## config.mk

```make
export PLATFORM = sky130hd
export DESIGN_NAME = hteg_front
export DESIGN_NICKNAME = d
export VERILOG_FILES = /design/src/rtl/hteg_pkg.sv /design/src/rtl/hteg_front.sv
export SDC_FILE = /design/constraint.sdc
export NUM_CORES = 1
export LEC_CHECK = 0
export BUFFER_PORTS_ARGS = -buffer_cell sky130_fd_sc_hd__buf_2
export CELL_PAD_IN_SITES_DETAIL_PLACEMENT = 0
export CELL_PAD_IN_SITES_GLOBAL_PLACEMENT = 1
export CORE_ASPECT_RATIO = 0.6
export CORE_UTILIZATION = 40
export DETAILED_ROUTE_END_ITERATION = 10
export PLACE_DENSITY_LB_ADDON = 0.1
export SLEW_MARGIN = 30
export SYNTH_ARGS = -nofsm -noshare
export SYNTH_HDL_FRONTEND = slang
export SYNTH_SLANG_ARGS = --single-unit
export TNS_END_PERCENT = 100
```

## constraint.sdc

```tcl
create_clock -name clk -period 16.66 [get_ports clk]
set_input_delay 3.332 -clock clk [delete_from_list [all_inputs] [get_ports clk]]
set_output_delay 3.332 -clock clk [all_outputs]
set_load 0.01 [all_outputs]
```

## src/rtl/hteg_pkg.sv

```systemverilog
// shared types, constants and sine rom for the harmonic tone envelope generator
package hteg_pkg;

    // sizes of the datapath
    localparam int SINE_TABLE_BITS = 10;
    localparam int INDEX_BITS      = 16;
    localparam int QUARTER_BITS    = SINE_TABLE_BITS - 2;
    localparam int QUARTER_SIZE    = 1 << QUARTER_BITS;
    localparam int LEN_W           = 16;
    localparam int CMP_W           = (INDEX_BITS > LEN_W) ? INDEX_BITS : LEN_W;
    localparam int PHASE_W         = 32;
    localparam int AMP_W           = 16;
    localparam int SAMPLE_W        = 16;
    localparam int ROM_W           = SAMPLE_W - 1;

    // envelope divider: 16 quotient bits, numerator up to (len << 18), denominator 5 * len
    localparam int QUOT_W     = 16;
    localparam int NUM_W      = LEN_W + 18;
    localparam int DEN_W      = LEN_W + 3;
    localparam int DIV_STEP   = 2;
    localparam int DIV_STAGES = QUOT_W / DIV_STEP;
    localparam int ENV_W      = QUOT_W + 1;
    localparam logic [ENV_W-1:0] ENV_ONE = ENV_W'(1) << QUOT_W;
    localparam int EA_W       = 32;
    localparam int MAG_W      = 30;
    localparam int PROD_W     = MAG_W + EA_W;
    localparam int ROUND_BIT  = 46;

    // pipeline stage numbering
    localparam int ST_FRONT   = 0;
    localparam int ST_ADDR    = 1;
    localparam int ST_SINE    = 2;
    localparam int ST_WEIGHT  = 3;
    localparam int ST_SUM     = 4;
    localparam int ST_MAG     = 5;
    localparam int ST_DIV0    = 1;
    localparam int ST_ENV     = ST_DIV0 + DIV_STAGES;
    localparam int ST_EA      = ST_ENV + 1;
    localparam int ST_PROD    = ST_EA + 1;
    localparam int ST_OUT     = ST_PROD + 1;
    localparam int NUM_STAGES = ST_OUT + 1;
    localparam int MAG_DELAY  = ST_EA - ST_MAG;

    // configuration register indexes
    localparam int CFG_IDX_W  = 2;
    localparam int CFG_DATA_W = 32;
    localparam logic [CFG_IDX_W-1:0] REG_PHASE_STEP = 2'd0;
    localparam logic [CFG_IDX_W-1:0] REG_TOTAL_LEN  = 2'd1;
    localparam logic [CFG_IDX_W-1:0] REG_ATTACK_LEN = 2'd2;
    localparam logic [CFG_IDX_W-1:0] REG_AMPLITUDE  = 2'd3;

    localparam logic [PHASE_W-1:0] PHASE_STEP_RST = 32'd0;
    localparam logic [LEN_W-1:0]   TOTAL_LEN_RST  = 16'd1;
    localparam logic [LEN_W-1:0]   ATTACK_LEN_RST = 16'd0;
    localparam logic [AMP_W-1:0]   AMPLITUDE_RST  = 16'd19661;

    // harmonic weights in q15: 0.6, 0.3, 0.1
    localparam logic signed [SAMPLE_W-1:0] W1 = 16'sd19661;
    localparam logic signed [SAMPLE_W-1:0] W2 = 16'sd9830;
    localparam logic signed [SAMPLE_W-1:0] W3 = 16'sd3277;

    localparam logic [SAMPLE_W-1:0] SAT_POS = 16'h7FFF;
    localparam logic [SAMPLE_W-1:0] SAT_NEG = 16'h8000;

    typedef logic [NUM_STAGES-1:0] stage_vec_t;

    typedef struct packed {
        logic in_range;
        logic is_last;
    } flags_t;

    typedef logic [QUARTER_SIZE-1:0][ROM_W-1:0] quarter_rom_t;

    // taylor series of sin(pi/2 * u) in q30, truncating horner steps
    function automatic logic [63:0] sin_q30(input logic [63:0] u);
        logic [63:0] u2;
        logic [63:0] t;
        u2 = (u * u) >> 30;
        t  = 64'd3864;
        t  = 64'd172273 - ((u2 * t) >> 30);
        t  = 64'd5026995 - ((u2 * t) >> 30);
        t  = 64'd85569306 - ((u2 * t) >> 30);
        t  = 64'd693598668 - ((u2 * t) >> 30);
        t  = 64'd1686629713 - ((u2 * t) >> 30);
        return (u * t) >> 30;
    endfunction

    function automatic logic [ROM_W-1:0] quarter_value(input logic [31:0] r);
        logic [63:0] u;
        logic [63:0] v;
        u = 64'(r) << (30 - QUARTER_BITS);
        v = (sin_q30(u) * 64'd32767 + (64'd1 << 29)) >> 30;
        if (v > 64'd32767)
        begin
            v = 64'd32767;
        end
        return v[ROM_W-1:0];
    endfunction

    function automatic quarter_rom_t build_quarter_rom();
        quarter_rom_t rom;
        for (int r = 0; r < QUARTER_SIZE; r++)
        begin
            rom[r] = quarter_value(32'(r));
        end
        return rom;
    endfunction

    localparam quarter_rom_t     QUARTER_ROM  = build_quarter_rom();
    localparam logic [ROM_W-1:0] QUARTER_PEAK = quarter_value(32'(QUARTER_SIZE));

    // full-wave read from the quarter rom: quadrants 1 and 3 mirror, 2 and 3 negate
    function automatic logic signed [SAMPLE_W-1:0] sine_lookup(
        input logic [SINE_TABLE_BITS-1:0] addr
    );
        logic [1:0]              quad;
        logic [QUARTER_BITS-1:0] r;
        logic [ROM_W-1:0]        mag;
        logic [SAMPLE_W-1:0]     val;
        quad = addr[SINE_TABLE_BITS-1 -: 2];
        r    = addr[QUARTER_BITS-1:0];
        if (quad[0] && (r == '0))
        begin
            mag = QUARTER_PEAK;
        end
        else if (quad[0])
        begin
            mag = QUARTER_ROM[QUARTER_BITS'(~r + 1'b1)];
        end
        else
        begin
            mag = QUARTER_ROM[r];
        end
        val = {1'b0, mag};
        if (quad[1])
        begin
            val = -val;
        end
        return signed'(val);
    endfunction

endpackage

```

## src/rtl/hteg_front.sv

```systemverilog
// entry stage: phase product, range flags and divider operands
module hteg_front import hteg_pkg::*; (
    input  logic                    clk,
    input  logic                    stage_en,
    input  logic [INDEX_BITS-1:0]   sample_index,
    input  logic [PHASE_W-1:0]      phase_step,
    input  logic [LEN_W-1:0]        total_len,
    input  logic [LEN_W-1:0]        attack_len,
    output logic [PHASE_W-1:0]      phase,
    output logic [NUM_W-1:0]        num,
    output logic [DEN_W-1:0]        den,
    output logic                    attack,
    output logic                    flat,
    output flags_t                  flags
);

    logic [CMP_W-1:0]            idx_w;
    logic [CMP_W-1:0]            total_w;
    logic [CMP_W-1:0]            attack_w;
    logic [CMP_W:0]              idx_inc;
    logic [INDEX_BITS+PHASE_W-1:0] prod;
    logic [LEN_W-1:0]            idx_low;
    logic [LEN_W-1:0]            decay_pos;
    logic [LEN_W-1:0]            decay_len;

    logic [PHASE_W-1:0] phase_reg, phase_next;
    logic [NUM_W-1:0]   num_reg, num_next;
    logic [DEN_W-1:0]   den_reg, den_next;
    logic               attack_reg, attack_next;
    logic               flat_reg, flat_next;
    flags_t             flags_reg, flags_next;

    always_comb
    begin
        idx_w    = CMP_W'(sample_index);
        total_w  = CMP_W'(total_len);
        attack_w = CMP_W'(attack_len);
        idx_inc  = {1'b0, idx_w} + (CMP_W + 1)'(1);
        idx_low  = idx_w[LEN_W-1:0];

        prod       = sample_index * phase_step;
        phase_next = prod[PHASE_W-1:0];

        flags_next.in_range = idx_w < total_w;
        flags_next.is_last  = idx_inc == {1'b0, total_w};
        attack_next         = idx_w < attack_w;
        flat_next           = attack_len >= total_len;

        // decay: (i - a) * 2^18 / (5 * (t - a)), only meaningful in range
        decay_pos = idx_low - attack_len;
        decay_len = total_len - attack_len;
        if (attack_next)
        begin
            num_next = {2'b00, idx_low, 16'h0000};
            den_next = DEN_W'(attack_len);
        end
        else
        begin
            num_next = {decay_pos, 18'h00000};
            den_next = DEN_W'(decay_len) + DEN_W'({decay_len, 2'b00});
        end
    end

    always_ff @(posedge clk)
    begin
        if (stage_en)
        begin
            phase_reg  <= phase_next;
            num_reg    <= num_next;
            den_reg    <= den_next;
            attack_reg <= attack_next;
            flat_reg   <= flat_next;
            flags_reg  <= flags_next;
        end
    end

    assign phase  = phase_reg;
    assign num    = num_reg;
    assign den    = den_reg;
    assign attack = attack_reg;
    assign flat   = flat_reg;
    assign flags  = flags_reg;

endmodule

```

**Yosys cells after proc, flatten, opt, wreduce, memory -nomap -nowiden**

Index checks and enable logic that the tools add are counted.

- Flip-flop bits (word level): 89
- Output and inout bits: 89

- Mux-type cells: 2
- Equality and inequality tests: 1
- Magnitude comparators: 3
- Multipliers: 1
- Add/subtract/negate cells: 4

Operators by type and width:

| cell | count |
|---|---|
| less-than comparator 16 bit | 2 |
| multiplier 16 x 32 -> 32 bit | 1 |
| 2-to-1 mux 32 bit | 1 |
| subtractor 16 bit | 2 |
| adder 16 x 18 -> 19 bit | 1 |
| adder 16 x 1 -> 17 bit, second input constant | 1 |
| == test 17 x 16 -> 1 bit | 1 |
| >= comparator 16 bit | 1 |
| 2-to-1 mux 16 bit | 1 |

**Depth between registers and ports, before layout**

Gate-level depths: netlist (run 1).

- Word-level depth: 3
- Mapped depth: 26

**Least setup slack after synthesis (run 1)**

No wires, ideal clock.

- Path kind: in2reg
- Start: input port sample_index[2]
- End: register phase_reg[31], in the netlist phase[31] (data pin)
- Path slack: 7198 ps
- Cell stages on the path: 23
- Path buffers: 3
- Arrival time: 9205 ps
- Cells stage by stage: clkbuf_1 > clkbuf_1 > clkbuf_1 > nand2_1 > fa_1 > fa_1 > fa_1 > inv_1 > fa_1 > fa_1 > inv_1 > fa_1 > inv_1 > ha_1 > a21oi_1 > o21ai_1 > a2111oi_2 > o21ai_0 > o21a_1 > o41a_1 > o21ai_1 > nand2b_1 > xnor2_1

- Cells in the longest elaborated chain, start to end: 1

RTL lines:

| element | RTL line | source |
|---|---|---|
| from (decl) | hteg_front.sv:5 | `input logic [INDEX_BITS-1:0] sample_index,` |
| multiplier 16 x 32 -> 32 bit | hteg_front.sv:41 | `prod = sample_index * phase_step;` |
| named net prod[31] | hteg_front.sv:21 | `logic [INDEX_BITS+PHASE_W-1:0] prod;` |
| to (signal assigned) | hteg_front.sv:68 | `phase_reg <= phase_next;` |
| to (decl) | hteg_front.sv:26 | `logic [PHASE_W-1:0] phase_reg, phase_next;` |

The timed path passes the listed nets, and every way through them passes these cells.
A chain may end at the register's enable or synchronous reset.

**Worst setup path in the final report (run 1)**

- Start: input port sample_index[5]
- End: register phase_reg[31], in the netlist phase[31] (data pin)

Same word-level chain as after synthesis.

==> results of run 1 <==
==> metrics by stage <==
stage	cell area, µm²	util, %	setup slack (ps)	hold slack, ps
3_3_place_gp	18300	43.5	6840	3670
5_1_grt	18600	44.2	6840	3270
3_5_place_dp	18300	43.5	6780	3670
2_1_floorplan	17200	-	7200	3440
6_report	18600	44.2	7110	3280
4_1_cts	18600	44.2	7180	3260
==> critical path, stage by stage <==
cell and delay, ps:
buf_2 610, and2_1 250, fa_1 420, inv_1 80, fa_1 430, fa_1 510, inv_1 60, fa_1 470
fa_1 520, inv_1 50, fa_1 470, inv_1 40, ha_1 330, a21oi_1 210, o21ai_1 130, a2111oi_2 520
o21ai_0 220, o21a_1 270, o41a_1 390, o21ai_1 130, nand2b_1 80, xnor2_1 120
==> worst max-delay path by stage <==
| stage | endpoint | cells after the start | slack, ps |
|---|---|---|---|
| 6_report | phase[31] | 22 | 7110 |
| 5_1_grt | phase[31] | 22 | 6840 |
| 4_1_cts | phase[31] | 22 | 7180 |
| 3_5_place_dp | phase[31] | 22 | 6780 |
| 3_3_place_gp | phase[31] | 22 | 6840 |
| 2_1_floorplan | phase[31] | 23 | 7200 |
==> synthesized netlist by cell type (5+ instances only) <==
| cell | count |
|---|---|
| ha_1 | 128 |
| xor2_1 | 29 |
| fa_1 | 307 |
| nor2b_1 | 8 |
| xnor2_1 | 81 |
| a21oi_1 | 53 |
| nor2_1 | 51 |
| a211oi_1 | 11 |
| nor3_1 | 16 |
| a21o_1 | 18 |
| o21a_1 | 21 |
| o21bai_1 | 8 |
| nand3_1 | 18 |
| nand2b_1 | 12 |
| or2_2 | 5 |
| a31oi_1 | 7 |
| mux2_4 | 12 |
| mux2i_1 | 17 |
| nand2_1 | 270 |
| and3_1 | 7 |
| buf_4 | 16 |
| o21ai_0 | 40 |
| and2_1 | 157 |
| inv_1 | 389 |
| edfxtp_1 | 73 |
| clkbuf_1 | 73 |
==> cell families after synthesis <==
group,share of synthesized area [%]
buffers and inverters,11.0
other,0.0219
XOR/XNOR,5.63
adder cells (fa/ha/maj),45.3
flip-flops,12.8
AND/OR/NAND/NOR,15.5
multiplexers,2.18
AO/OA/AOI/OAI,7.59
==> layout make-up <==
class / count / area (µm²)
flip-flops and latches: 73 / 2190
well taps: 570 / 713
inverters: 390 / 1460
repair buffers: 162 / 837
clock buffers: 9 / 225
clock inverters: 7 / 61.3
fillers: 4227 / 23400
multi-input cells: 1345 / 13100
==> per-layer routing <==
metal | global-route usage, % | vias to the layer above | wire length [µm] | share of wire (%)
li1 | - | 5930 | - | -
met1 | 40.6 | 6558 | 27300 | 52
met2 | 32.5 | 436 | 20100 | 38
met3 | 7.13 | 29 | 4670 | 8.9
met4 | 3.59 | 2 | 445 | 0.85
met5 | 0 | - | 11 | 0.021
==> layout by cell type (no fill, tap or decap), types with 21 or more instances in the layout <==
cell,count
inv_1,389
fa_1,307
nand2_1,270
and2_1,157
buf_2,153
ha_1,128
xnor2_1,81
edfxtp_1,73
a21oi_1,53
nor2_1,51
o21ai_0,40
xor2_1,29
o21a_1,21
==> metrics.md, run 1 <==
| Metric | Value |
|---|---|
| Run status | complete, no violations |
| Seq cells post-synth | 73 |
| Max reg flops | 32 |
| Crit path DAT | 9680 ps |
| CP startpoint | sample_index[5] |
| Slew headroom | 41.5% |
| Sequential area share after synthesis | 12.8% |
| Number of enable flip-flop cells after synthesis | 73 |
| Initial core utilization | 40.7% |
| Vias in the first global route | 12934 |
| CTS Sinks | 73 |
| Setup TNS | 0 ps |
| Post-Place Cells | 2540 |
| Commonest register cell after synthesis | edfxtp_1 |
| DP HPWL | 40000 µm |
| Post-CTS Hold Fix Bufs | 0 |
| Final Net Count | 2498 |
| Hold Path End | den[15] |
| Core box area | 42000 µm² |
| Area leader, netlist | fa_1 |
| Critical Path Sink Type | flip-flop |
| Required time of the critical path | 16790 ps |
| IO Port Bufs | 154 |
| Drt total wl | 52600 µm |
| Fin. Hold Viols | 0 |
| CTS Root Cell | clkbuf_16 |
| Row cnt | 58 |
| Ratio of cells with drive above 1 in the final layout | 10.3% |
| Post-Synthesis Cell Area | 17100 µm² |
| Period utilisation layout | 57.3% |
| Chip height | 162 µm |
| Pre-antenna DRT Iters | 5 |
| Worst setup SP type | input pin |
| RSZ-0062 raised after global routing | no |
| Final Critical Period | 9550 ps |
| Post-detailed-route DRC marker count | 0 |
| Tot GR Track Use | 25.0% |
| Hold Crit Depth | 2 |
| Largest cells by area after synthesis | fa_1, edfxtp_1, ha_1, inv_1, nand2_1 |
| Final setup viols | 0 |
| Asr flop ratio synth | 0% |
| CTS tree | done |
| Peak Freq | 0.105 GHz |
| H-tree levels | 3 |
| Largest net degree at the start of global routing | 74 |
| Worst hold path type | in -> reg |
| Worst min-delay path startpoint | attack_len[15] |
| Ant. Diodes | 0 |
| Setup bufs post-CTS | 0 |
| Iteration-0 DRC Markers | 1078 |
| Area Growth Syn to Fin | 8.58% |
| Die Area | 43600 µm² |
| Die X | 269 µm |
| Critical-path maximum fanout | 33 |
| Boundary pin count | 171 |
| DR WL/cell | 20.6 µm |
| Routability Congestion | 0.894 |
| Vias | 12955 |
| Grt total ovfl | 0 |
| Longest Clk Path Bufs | 2 |
| First-pass GRT wire length | 80200 µm |
| Mean post-synth cell area | 9.07 µm² |
| Yosys top cell area share | 35.9% |
| Slew @ Worst Pin | 870 ps |
| Warnings, synthesis | 0 |
| Fin cells | 2556 |
| Yosys cell types | 62 |
| Initial antenna violation count | 2 |
| Pins Over Slew Limit | 0 |
| Num CTS Buffers | 9 |
| Vias/cell | 5.07 |
| Post-CTS sizing | 0 |
| Max_cap viols | 0 |
| Worst-path clk slew | 80 ps |
| WS Path Type | in -> reg |
| Antenna viol nets, final | 0 |
| Synthesized netlist cell count | 1886 |
Power of run 1 is left out: the tool's default activity adds up to more than one toggle a clock period on the data nets, which glitch-free logic cannot reach.
==> run 2: changes to the inputs <==
==> constraint.sdc (replaced) <==
create_clock -name clk -period 9.7 [get_ports clk]
set_input_delay 1.94 -clock clk [delete_from_list [all_inputs] [get_ports clk]]
set_output_delay 1.94 -clock clk [all_outputs]
set_load 0.01 [all_outputs]
==> run 2 against run 1 <==
  * First-iteration DRC count down 18%
  * Worst hold slack worse by 1400 ps
  * Worst setup slack got worse by 5600 ps
  * Global-route usage rose by 0.34 points
  * Design area up 0.53%
  * Highest routed layer unchanged
  * Wire length rose by 1.4%
  * Count of clock-buffer cells in the layout stayed put
  * Non-clock buffer count increased by 11
==> metrics.md, run 2 (synthesis gave the netlist of run 1 again) <==
| Metric | Value |
|---|---|
| Worst min-delay path startpoint | attack_len[15] (unchanged) |
| CTS tree | done (unchanged) |
| DP HPWL | 42400 µm (was 40000 µm) |
| Pins Over Slew Limit | 0 (unchanged) |
| Number of filler cells placed in the layout | 4194 (was 4227) |
| Max reg flops | 32 (unchanged) |
| Register area | 2190 µm² (unchanged) |
| WHS | 1900 ps (was 3280 ps) |
| First-pass GRT wire length | 81300 µm (was 80200 µm) |
| CTS Sinks | 73 (unchanged) |
| Period utilisation layout | 84.9% |
| Setup TNS | 0 ps (unchanged) |
| Tot GR Track Use | 25.4% (was 25.0%) |
| CP startpoint | sample_index[2] (was sample_index[5]) |
| H-tree levels | 3 (unchanged) |
| Commonest non-fill, non-tap cell in the layout | inv_1 (unchanged) |
| Vias | 12987 (was 12955) |
| Drt total wl | 53300 µm (was 52600 µm) |
| Run status | complete, no violations (unchanged) |
| Initial antenna violation count | 1 (was 2) |
| Slew @ Worst Pin | 835 ps (was 870 ps) |
| Area Growth Syn to Fin | 9.15% (was 8.58%) |
| IO Port Bufs | 154 (unchanged) |
| Slew headroom | 44.4% (was 41.5%) |
| Initial core utilization | 40.7% (unchanged) |
| Critical Path Sink Type | flip-flop (unchanged) |
| Ant. Diodes | 0 (unchanged) |
| Final Net Count | 2509 (was 2498) |
| Worst-path clk slew | 80 ps (about the same) |
| Final Critical Period | 8240 ps |
| Util after Layout | 44.5% (was 44.2%) |
| Chip height | 162 µm (unchanged) |
| Iteration-0 DRC Markers | 880 (was 1078) |
| Pre-antenna DRT Iters | 5 (unchanged) |
| Post-CTS Hold Fix Bufs | 0 (unchanged) |
| Num CTS Buffers | 9 (unchanged) |
| RSZ-0062 raised after global routing | no (unchanged) |
| Peak Freq | 0.121 GHz |
| Required time of the critical path | 9820 ps (was 16790 ps) |
| Final setup viols | 0 (unchanged) |
| Post-CTS sizing | 0 (unchanged) |
| Worst setup SP type | input pin (unchanged) |
| Routability Congestion | 0.857 (was 0.894) |
| Die Area | 43600 µm² (unchanged) |
| Vias/cell | 5.06 (was 5.07) |
| Multi-input logic area | 13100 µm² (unchanged) |
| Largest net degree at the start of global routing | 44 (was 74) |
| Row cnt | 58 (unchanged) |
| Longest Clk Path Bufs | 2 (unchanged) |
| DR WL/cell | 20.8 µm (was 20.6 µm) |
| Die X | 269 µm (unchanged) |
| Grt total ovfl | 0 (unchanged) |
| Boundary pin count | 171 (unchanged) |
| Ratio of cells with drive above 1 in the final layout | 10.8% (was 10.3%) |
| Commonest non-fill, non-tap cells in the layout | inv_1, fa_1, nand2_1, and2_1, buf_2 (unchanged) |
| Post-detailed-route DRC marker count | 0 (unchanged) |
| Antenna viol nets, final | 0 (unchanged) |
| Setup bufs post-CTS | 0 (unchanged) |
| Fin. Hold Viols | 0 (unchanged) |
| Core box area | 42000 µm² (unchanged) |
| Crit path DAT | 8350 ps (was 9680 ps) |
| Critical-path maximum fanout | 29 (was 33) |
| Worst hold path type | in -> reg (unchanged) |
| CTS Root Cell | clkbuf_16 (unchanged) |
| WS Path Type | in -> reg (unchanged) |
| Max_cap viols | 0 (unchanged) |
| Vias in the first global route | 13114 (was 12934) |
-- run 2: changes by cell type in the layout (fill, tap and decap cells not counted), sizes merged --
cell | previous run | this run
inv | 393 | 392
buf | 162 | 173
clkinv | 2 | 3
-- run 2: path summary, 6_finish.rpt --
check | endpoint | depth (start not counted) | slack (ps)
setup / recovery | phase[31] | 21 | 1460
hold / removal | den[15] | 2 | 1900
-- run 2: critical path: stages --
cell and delay [ps]:
buf_2 620, nand2_1 170, fa_1 520, fa_1 510, fa_1 510, inv_1 50
fa_1 500, fa_1 490, inv_1 50, fa_1 480, inv_1 50, ha_1 330
a21oi_1 190, o21ai_1 140, a2111oi_2 500, o21ai_0 240, o21a_1 270, o41a_1 400
o21ai_1 130, nand2b_1 80, xnor2_1 130
-- run 2: metal layers --
layer / global-route usage (%) / up-vias / part of all wire [%]
met1: 41.3 / 6563 / 52
met5: 0.676 / - / 0.077
met2: 33.8 / 434 / 39
met3: 6.35 / 25 / 8.0
met4: 2.66 / 2 / 0.60
li1: - / 5963 / -
-- run 2: through the flow --
stage,cell area (µm²),std cells,worst slack [ps]
after global routing,18700,2567,1230
after detailed placement,18400,2551,1150
final,18700,2567,1460
after CTS,18700,2567,1540
after floorplan,17200,1901,1630
after global placement,18400,2550,1240
-- run 2: layout make-up --
cell class / count / share of cell area [%]
Inverter: 390 / 7.84
Clock buffer: 9 / 1.21
Sequential cell: 73 / 11.7
Tap cell: 570 / 3.82
Multi-Input combinational cell: 1345 / 70.1
Timing Repair Buffer: 173 / 5.01
Clock inverter: 7 / 0.328
Power of run 2 is left out for the same reason.
